==> src/rtl/b64d_pkg.sv <==
// ----------------------------------------------------------------------------
// b64d_pkg
// Shared types, codes and the character-to-sextet map of the Base64 decoder.
// ----------------------------------------------------------------------------
package b64d_pkg;

  localparam int unsigned NUM_RES   = 3;
  localparam int unsigned ACC_W     = 18;
  localparam int unsigned TOTAL_W   = 24;
  localparam logic [7:0]  PAD_CHAR  = 8'h3D;

  typedef enum logic [1:0] {
    KIND_DATA = 2'd0,
    KIND_OK   = 2'd1,
    KIND_ERR  = 2'd2
  } b64d_kind_e;

  typedef enum logic [1:0] {
    PH_RUN = 2'd0,
    PH_OK  = 2'd1,
    PH_ERR = 2'd2
  } b64d_phase_e;

  typedef struct packed {
    logic             ok;
    logic [5:0]       val;
  } b64d_sx_t;

  // per-string decode state, minus the byte counter
  typedef struct packed {
    logic [ACC_W-1:0] acc;
    logic [1:0]       slot;
    logic             pad3;
    b64d_phase_e      phase;
  } b64d_grp_t;

  typedef struct packed {
    b64d_kind_e         kind;
    logic [7:0]         data;
    logic [TOTAL_W-1:0] total;
  } b64d_res_t;

  typedef b64d_res_t [NUM_RES-1:0] b64d_res_vec_t;

  function automatic b64d_sx_t sextet_of(input logic [7:0] ch);
    b64d_sx_t r;
    r.ok  = 1'b1;
    r.val = '0;
    case (ch) inside
      [8'h41:8'h5A]: r.val = 6'(ch - 8'h41);
      [8'h61:8'h7A]: r.val = 6'(ch - 8'h61 + 8'd26);
      [8'h30:8'h39]: r.val = 6'(ch - 8'h30 + 8'd52);
      8'h2B:         r.val = 6'd62;
      8'h2F:         r.val = 6'd63;
      default:       r.ok  = 1'b0;
    endcase
    return r;
  endfunction

endpackage

==> src/rtl/b64d_decode.sv <==
// ----------------------------------------------------------------------------
// b64d_decode
// Next-state and result logic for one text item: sextet gathering, padding
// rules, group split into bytes, saturating byte count and end-of-text status.
// ----------------------------------------------------------------------------
module b64d_decode #(
  parameter int unsigned COUNT_BITS = 24
) (
  input  logic                      cmd_i,
  input  logic [7:0]                char_i,
  input  b64d_pkg::b64d_grp_t       grp_i,
  input  logic [COUNT_BITS-1:0]     cnt_i,
  output b64d_pkg::b64d_grp_t       grp_o,
  output logic [COUNT_BITS-1:0]     cnt_o,
  output b64d_pkg::b64d_res_vec_t   res_o,
  output logic [1:0]                nres_o
);

  localparam logic [COUNT_BITS-1:0] CNT_MAX = '1;

  logic [COUNT_BITS:0]   wide1, wide2, wide3;
  logic [COUNT_BITS-1:0] sat1, sat2, sat3;
  b64d_pkg::b64d_sx_t    sx;
  logic                  is_pad;
  logic [23:0]           word;
  logic [1:0]            nb;
  b64d_pkg::b64d_kind_e  end_kind;

  assign wide1 = {1'b0, cnt_i} + (COUNT_BITS+1)'(1);
  assign wide2 = {1'b0, cnt_i} + (COUNT_BITS+1)'(2);
  assign wide3 = {1'b0, cnt_i} + (COUNT_BITS+1)'(3);
  assign sat1  = wide1[COUNT_BITS] ? CNT_MAX : wide1[COUNT_BITS-1:0];
  assign sat2  = wide2[COUNT_BITS] ? CNT_MAX : wide2[COUNT_BITS-1:0];
  assign sat3  = wide3[COUNT_BITS] ? CNT_MAX : wide3[COUNT_BITS-1:0];

  always_comb begin
    case (grp_i.phase)
      b64d_pkg::PH_ERR: end_kind = b64d_pkg::KIND_ERR;
      b64d_pkg::PH_RUN: begin
        end_kind = (grp_i.slot != 2'd0) ? b64d_pkg::KIND_ERR : b64d_pkg::KIND_OK;
      end
      default: end_kind = b64d_pkg::KIND_OK;
    endcase
  end

  always_comb begin
    sx     = b64d_pkg::sextet_of(char_i);
    is_pad = (char_i == b64d_pkg::PAD_CHAR);
    grp_o  = grp_i;
    cnt_o  = cnt_i;
    res_o  = '0;
    nres_o = 2'd0;
    word   = '0;
    nb     = 2'd0;
    if (cmd_i) begin
      res_o[0].kind  = end_kind;
      res_o[0].total = b64d_pkg::TOTAL_W'(cnt_i);
      nres_o         = 2'd1;
      grp_o          = '0;
      grp_o.phase    = b64d_pkg::PH_RUN;
      cnt_o          = '0;
    end else if (grp_i.phase == b64d_pkg::PH_RUN) begin
      case (grp_i.slot)
        2'd0: begin
          if (!sx.ok) begin
            grp_o.phase = b64d_pkg::PH_OK;
          end else begin
            grp_o.acc  = {12'd0, sx.val};
            grp_o.slot = 2'd1;
          end
        end
        2'd1: begin
          if (!sx.ok) begin
            grp_o.phase = b64d_pkg::PH_ERR;
          end else begin
            grp_o.acc  = {grp_i.acc[11:0], sx.val};
            grp_o.slot = 2'd2;
          end
        end
        2'd2: begin
          if (is_pad) begin
            grp_o.pad3 = 1'b1;
            grp_o.acc  = {grp_i.acc[11:0], 6'd0};
            grp_o.slot = 2'd3;
          end else if (!sx.ok) begin
            grp_o.phase = b64d_pkg::PH_ERR;
          end else begin
            grp_o.acc  = {grp_i.acc[11:0], sx.val};
            grp_o.slot = 2'd3;
          end
        end
        default: begin
          if (is_pad) begin
            nb          = grp_i.pad3 ? 2'd1 : 2'd2;
            word        = {grp_i.acc, 6'd0};
            grp_o.phase = b64d_pkg::PH_OK;
          end else if (grp_i.pad3 || !sx.ok) begin
            grp_o.phase = b64d_pkg::PH_ERR;
          end else begin
            nb   = 2'd3;
            word = {grp_i.acc, sx.val};
          end
          if (nb != 2'd0) begin
            grp_o.acc  = '0;
            grp_o.slot = 2'd0;
            grp_o.pad3 = 1'b0;
          end
        end
      endcase
    end

    if (nb != 2'd0) begin
      nres_o         = nb;
      res_o[0].kind  = b64d_pkg::KIND_DATA;
      res_o[0].data  = word[23:16];
      res_o[0].total = b64d_pkg::TOTAL_W'(sat1);
      res_o[1].kind  = b64d_pkg::KIND_DATA;
      res_o[1].data  = word[15:8];
      res_o[1].total = b64d_pkg::TOTAL_W'(sat2);
      res_o[2].kind  = b64d_pkg::KIND_DATA;
      res_o[2].data  = word[7:0];
      res_o[2].total = b64d_pkg::TOTAL_W'(sat3);
      case (nb)
        2'd1:    cnt_o = sat1;
        2'd2:    cnt_o = sat2;
        default: cnt_o = sat3;
      endcase
    end
  end

endmodule

==> src/rtl/b64d_obuf.sv <==
// ----------------------------------------------------------------------------
// b64d_obuf
// Result register for up to three results of one item, shifted out one
// transfer per cycle while the receiver is ready.
// ----------------------------------------------------------------------------
module b64d_obuf (
  input  logic                    clk_i,
  input  logic                    rst_ni,
  input  logic                    load_i,
  input  b64d_pkg::b64d_res_vec_t res_i,
  input  logic [1:0]              nres_i,
  input  logic                    ready_i,
  output logic                    can_load_o,
  output logic                    valid_o,
  output logic                    last_o,
  output b64d_pkg::b64d_res_t     head_o
);

  b64d_pkg::b64d_res_vec_t ent_q, ent_d;
  logic [1:0]              cnt_q, cnt_d;
  logic                    take;

  assign valid_o    = (cnt_q != 2'd0);
  assign last_o     = (cnt_q == 2'd1);
  assign head_o     = ent_q[0];
  assign take       = valid_o && ready_i;
  assign can_load_o = (cnt_q == 2'd0) || (take && last_o);

  always_comb begin
    ent_d = ent_q;
    cnt_d = cnt_q;
    if (load_i) begin
      ent_d = res_i;
      cnt_d = nres_i;
    end else if (take) begin
      ent_d[0] = ent_q[1];
      ent_d[1] = ent_q[2];
      cnt_d    = cnt_q - 2'd1;
    end
  end

  always_ff @(posedge clk_i or negedge rst_ni) begin
    if (!rst_ni) begin
      cnt_q <= 2'd0;
    end else begin
      cnt_q <= cnt_d;
    end
  end

  always_ff @(posedge clk_i) begin
    ent_q <= ent_d;
  end

endmodule

==> src/rtl/base64_stream_decoder_core.sv <==
// ----------------------------------------------------------------------------
// base64_stream_decoder_core
// Streaming Base64 text decoder, one character per input transfer.
// ----------------------------------------------------------------------------
// Input channel: tuser = command (0 character, 1 end of text), tdata = the
// character code. Output channel: tuser = kind (data byte, end with success,
// end with error), tdata = data byte plus the running byte total, tlast on
// the final result that an input transfer causes.
// Each text character moves from the input register through the decode logic
// into the result register, updating the group state as it goes. A completed
// group loads up to three byte results at once; an end-of-text loads one
// status result and clears the string state.
// Each item is held in the input register, its results in the result register.
// Throughput: one input transfer per cycle while nothing stalls. Characters that
// produce no result pass even while earlier bytes drain; an item with results
// waits until the result register has delivered its last entry.
// Reset empties both registers and returns to the start of a string.
// A stalled receiver holds the head result; the input side fills its register
// and drops s_axis_tready once the held item has results to load.
// ----------------------------------------------------------------------------
module base64_stream_decoder_core #(
  parameter int unsigned COUNT_BITS = 24
) (
  input  logic        clk_i,
  input  logic        rst_ni,
  input  logic        s_axis_tvalid,
  output logic        s_axis_tready,
  input  logic [7:0]  s_axis_tdata,   // [7:0] text_char
  input  logic        s_axis_tuser,   // [0] command
  output logic        m_axis_tvalid,
  input  logic        m_axis_tready,
  output logic [31:0] m_axis_tdata,   // [7:0] data_byte, [31:8] byte_total
  output logic [1:0]  m_axis_tuser,   // [1:0] kind
  output logic        m_axis_tlast
);

  logic                    in_valid_q, in_valid_d;
  logic                    in_cmd_q;
  logic [7:0]              in_char_q;
  b64d_pkg::b64d_grp_t     grp_q, grp_d;
  logic [COUNT_BITS-1:0]   cnt_q, cnt_d;
  b64d_pkg::b64d_res_vec_t res;
  logic [1:0]              nres;
  logic                    can_load;
  logic                    move;
  logic                    load;
  logic                    s_xfer;
  b64d_pkg::b64d_res_t     head;

  b64d_decode #(
    .COUNT_BITS (COUNT_BITS)
  ) u_decode (
    .cmd_i  (in_cmd_q),
    .char_i (in_char_q),
    .grp_i  (grp_q),
    .cnt_i  (cnt_q),
    .grp_o  (grp_d),
    .cnt_o  (cnt_d),
    .res_o  (res),
    .nres_o (nres)
  );

  assign move          = in_valid_q && ((nres == 2'd0) || can_load);
  assign load          = move && (nres != 2'd0);
  assign s_axis_tready = !in_valid_q || move;
  assign s_xfer        = s_axis_tvalid && s_axis_tready;

  always_comb begin
    in_valid_d = in_valid_q;
    if (s_xfer) begin
      in_valid_d = 1'b1;
    end else if (move) begin
      in_valid_d = 1'b0;
    end
  end

  always_ff @(posedge clk_i or negedge rst_ni) begin
    if (!rst_ni) begin
      in_valid_q <= 1'b0;
      grp_q      <= '0;
      cnt_q      <= '0;
    end else begin
      in_valid_q <= in_valid_d;
      if (move) begin
        grp_q <= grp_d;
        cnt_q <= cnt_d;
      end
    end
  end

  always_ff @(posedge clk_i) begin
    if (s_xfer) begin
      in_cmd_q  <= s_axis_tuser;
      in_char_q <= s_axis_tdata;
    end
  end

  b64d_obuf u_obuf (
    .clk_i      (clk_i),
    .rst_ni     (rst_ni),
    .load_i     (load),
    .res_i      (res),
    .nres_i     (nres),
    .ready_i    (m_axis_tready),
    .can_load_o (can_load),
    .valid_o    (m_axis_tvalid),
    .last_o     (m_axis_tlast),
    .head_o     (head)
  );

  assign m_axis_tdata = {head.total, head.data};
  assign m_axis_tuser = head.kind;

  a_end_result_form : assert property (@(posedge clk_i) disable iff (!rst_ni)
    (m_axis_tvalid && (m_axis_tuser != b64d_pkg::KIND_DATA))
      |-> (m_axis_tlast && (m_axis_tdata[7:0] == 8'd0)))
    else $error("end result not last or carries data");

  a_group_continues : assert property (@(posedge clk_i) disable iff (!rst_ni)
    (m_axis_tvalid && m_axis_tready && !m_axis_tlast)
      |=> (m_axis_tvalid && (m_axis_tuser == b64d_pkg::KIND_DATA)))
    else $error("byte group broken");

  a_stall_has_item : assert property (@(posedge clk_i) disable iff (!rst_ni)
    !s_axis_tready |-> (in_valid_q && (nres != 2'd0) && m_axis_tvalid))
    else $error("input stalled without pending work");

endmodule

==> config.mk <==
export PLATFORM = sky130hd
export DESIGN_NAME = base64_stream_decoder_core
export DESIGN_NICKNAME = d
export VERILOG_FILES = /design/src/rtl/b64d_pkg.sv /design/src/rtl/b64d_decode.sv /design/src/rtl/b64d_obuf.sv /design/src/rtl/base64_stream_decoder_core.sv
export SDC_FILE = /design/constraint.sdc
export NUM_CORES = 1
export LEC_CHECK = 0
export BUFFER_PORTS_ARGS = -buffer_cell sky130_fd_sc_hd__buf_2
export CAP_MARGIN = 30
export CORE_ASPECT_RATIO = 2
export CORE_MARGIN = 4
export CORE_UTILIZATION = 24
export DETAILED_ROUTE_END_ITERATION = 16
export HOLD_SLACK_MARGIN = 0.05
export PLACE_DENSITY = 0.43
export SLEW_MARGIN = 40
export SYNTH_ARGS = -nofsm -noshare
export SYNTH_HDL_FRONTEND = slang
export SYNTH_SLANG_ARGS = --single-unit
==> constraint.sdc <==
create_clock -name clk_i -period 9.7 [get_ports clk_i]
set_input_delay 0 -clock clk_i [delete_from_list [all_inputs] [get_ports clk_i]]
set_output_delay 0 -clock clk_i [all_outputs]
set_load 0.005 [all_outputs]
==> flow_metrics.py <==
metrics = {
    "sta": {
        "tns_ps": 0,
        "skew_ps": 15.33,
        "maxSlewViolCount": 0,
        "rsz0062_at_grt": "false",
        "setup_viol": 0,
        "period_share_pct": 52.69,
        "finalHoldViolCount": 0,
        "tightest_slew_ps": 870.5,
        "fin_ws_ps": 4589,
        "slew_headroom_pct": 41.52,
        "max_freq_mhz": 195.6,
        "period_needed_ps": 5111,
    },
    "power_and_ir_drop": {
        "peakVddDrop_v": 0.0001360,
        "p_sw_share_pct": 34.00,
        "pwr-share-seq_pct": 44.0,
        "power_frac_clock_pct": 29.2,
        "power.density_nw_per_um2": 210.3,
        "p_switching_uw": 805.8,
        "power.total_mw": 2.370,
        "p_int_mw": 1.564,
        "pwr-share-comb_pct": 26.7,
        "power.leakage_nw": 4.114,
    },
    "detailed_routing": {
        "ant_nets": 0,
        "route.detailed.drc": 0,
        "drt_iter0_markers": 477,
        "first_pass_iters": 5,
        "routed-via-count": 7870,
        "wl_per_cell_um": 21.31,
        "vias_per_cell": 5.013,
        "postRouteWirelength_um": 33460,
    },
    "placed_design": {
        "hpwl_um": 23890,
        "place_ws_ps": 4470,
        "gp_congestion": 0.8903,
        "port_buffers": 49,
    },
    "cts": {
        "ctsResizeCount": 0,
        "cts-root-buf": "clkbuf_16",
        "ctsHtreeMaxLevel": 4,
        "cts_buffer_depth": 2,
        "clk_pin_slew_ps": 80,
        "clock_latency_ps": 450,
        "cts_buffers": 17,
        "cts_tree": "yes",
        "clkSinkCount": 157,
    },
    "global_route": {
        "grt_max_degree": 94,
        "grtUsageTotal_pct": 14.63,
        "grt_overflow": 0,
        "grt_pass1_wl_um": 49800,
        "antenna_found_initial": 0,
        "grt_pass1_vias": 7950,
    },
    "layout": {
        "n_antenna_cell": 0,
        "mostFrequentLayoutCells": "121 x nand2_1, 107 x edfxtp_1, 82 x a21oi_1",
        "nets": 1058,
        "drive_gt1_share_pct": 15.36,
        "syn2layout_area_growth_pct": 12.88,
        "mostFrequentLayoutCell": "nand2_1",
    },
    "setup_path": {
        "cp_cell_sequence": "inv_1 > ha_1 > nor2b_1 > o21ai_1 > a31oi_4 > and2_1 > nor3_1 > a21oi_1 > or3_1 > ha_2 > buf_4 > inv_1 > nor2_1 > nor2b_1 > and2_2 > buf_16 > mux2_2",
        "cp.arrival_ps": 5440,
        "crit_slowest_cell": "edfxtp_1",
        "worst_setup_path_start_kind": "register",
        "r2r_start": "in_char_q[1]",
        "max_stage_delay_ps": 500,
        "endpoint_kind": "register",
        "cp.required_ps": 10030,
        "path_buf_inv": 4,
        "startpoint": "in_char_q[1]",
        "path_class": "reg -> reg",
        "path_delay_family": "simple AND/OR/NAND/NOR gates",
        "path_max_fanout": 60,
    },
    "run_status": {
        "status": "completed",
    },
    "synthesis": {
        "yosys-top-cells-area": "edfxtp_1 32%, dfrtp_1 13%, nand2_1 4.6%",
        "syn_area_um2": 9985,
        "synth_nets": 1060,
        "ys_async_sr_fraction_pct": 31.85,
        "synth_top_area_share_pct": 32.18,
        "synth.ff_latch_count": 157,
        "syn_avg_cell_area_um2": 9.751,
        "syn_inst": 1024,
        "ys.flop_type": "edfxtp_1",
        "ys_seq_area_share_pct": 44.71,
        "synthDistinctLibCells": 76,
        "ys.warnings.count": 0,
        "synth_largest_area_cell": "edfxtp_1",
        "synth_edf_count": 107,
    },
    "job": {
        "drv_cap": 0,
    },
    "floorplanning": {
        "row_count": 105,
        "die-height_um": 296.5,
        "start_util_pct": 24.28,
        "pin_count": 50,
        "core_area_um2": 41120,
        "dieArea_um2": 45130,
        "die_x_um": 152.2,
    },
    "hold_path": {
        "min_path_type": "in -> async",
    },
}
flip-flops by register name (all words and copies together) (netlist names):
register       flops
grp_q             23
cnt_q             24
u_obuf.ent_q      64
in_valid_q         1
u_obuf.cnt_q       2
in_char_q          8
in_cmd_q           1
u_obuf.head_o     34
repair_timing:
item	4_1_cts	5_1_grt
endpoints found under the setup margin	0	0
buffers inserted	0	0
hold endpoints to repair	60	0
hold buffers	11	0
layout make-up:
cell class	count	area [um2]
clock inverter	12	121.4
fill	4349	29850
multi-input combinational	718	4793
inverter	41	156.4
clock buffer	20	467.9
timing repair buffer	87	598.1
tap	535	669.4
sequential	157	4464
metrics by stage:
| stage | utilization (%) | hold WS (ps) | instances | instance area [um2] |
|---|---|---|---|---|
| global placement | 25.45 | 176.0 | 1522 | 10470 |
| floorplan | - | -295.6 | 1024 | 9985 |
| global route | 27.41 | 159.7 | 1570 | 11270 |
| finish | 27.41 | 110.4 | 1570 | 11270 |
| detailed placement | 25.64 | 67.50 | 1526 | 10540 |
| CTS | 27.34 | 102.2 | 1569 | 11240 |
worst paths after layout:
kind                       slack [ps]  depth (start not counted)        end
hold reg to reg                   520                          2  grp_q[18]
min in group clk_i                150                          5   cnt_q[4]
setup reg to reg                 4590                         17   cnt_q[1]
hold / removal                    110                          3  cnt_q[19]
max in group asynchronous        9060                          4   grp_q[2]
setup / recovery                 4590                         17   cnt_q[1]
cells in the mapped netlist, types with 4 or more instances:
cell / instances
xnor2_1: 24
and3_1: 10
a31oi_1: 20
nor3_1: 27
o22ai_1: 5
mux2_4: 12
nor4_1: 5
or3_1: 7
mux2i_1: 25
mux2_2: 9
a22o_1: 35
o21ai_1: 4
nand2_1: 122
ha_1: 23
nor2_1: 66
a311o_1: 4
buf_6: 5
o21ai_0: 50
nand3_1: 27
xor2_1: 26
a21oi_1: 82
edfxtp_1: 107
nor2b_1: 10
a221oi_1: 6
clkbuf_1: 42
nand2b_1: 4
a41oi_1: 5
o31ai_1: 9
buf_2: 14
nand4_1: 18
o32a_1: 6
and2_1: 9
buf_1: 4
dfrtp_1: 50
a21o_1: 7
a211oi_1: 9
inv_1: 40
buf_4: 42
power groups by stage:
stage               Combinational [mW]  Clock [mW]  Sequential [mW]
floorplan                        0.508           0             1.01
global placement                 0.636           0             1.06
detailed placement               0.643           0             1.06
CTS                              0.649       0.716             1.05
global route                     0.706       0.738             1.06
finish                           0.634       0.693             1.04
tightest hold or removal path: stages:
cell and delay [ps]:
dlygate4sd3_1 520, buf_2 90, buf_4 360
routing by layer:
| metal | up-vias | track usage [%] | wire, um |
|---|---|---|---|
| li1 | 3706 | - | - |
| met1 | 3856 | 13.72 | 11370 |
| met2 | 237 | 29.95 | 19410 |
| met3 | 71 | 1.849 | 997 |
| met4 | 0 | 8.187 | 1674 |
| met5 | - | 0 | 0 |
logic make-up (layout without fill, tap and decap cells):
family                     Yosys count  count (layout)  share of synthesized area (%)
buffers and inverters              149             160                          7.844
DFF                                157             157                          44.71
adders and majority gates           23              23                          2.882
xor gates and xnor gates            50              50                          4.386
AOI/OAI and AO/OA                  278             278                          19.25
muxes                               46              46                          5.326
and+or+nand+nor                    321             321                          15.60
Note: power is estimated with default switching activity, not from simulation.
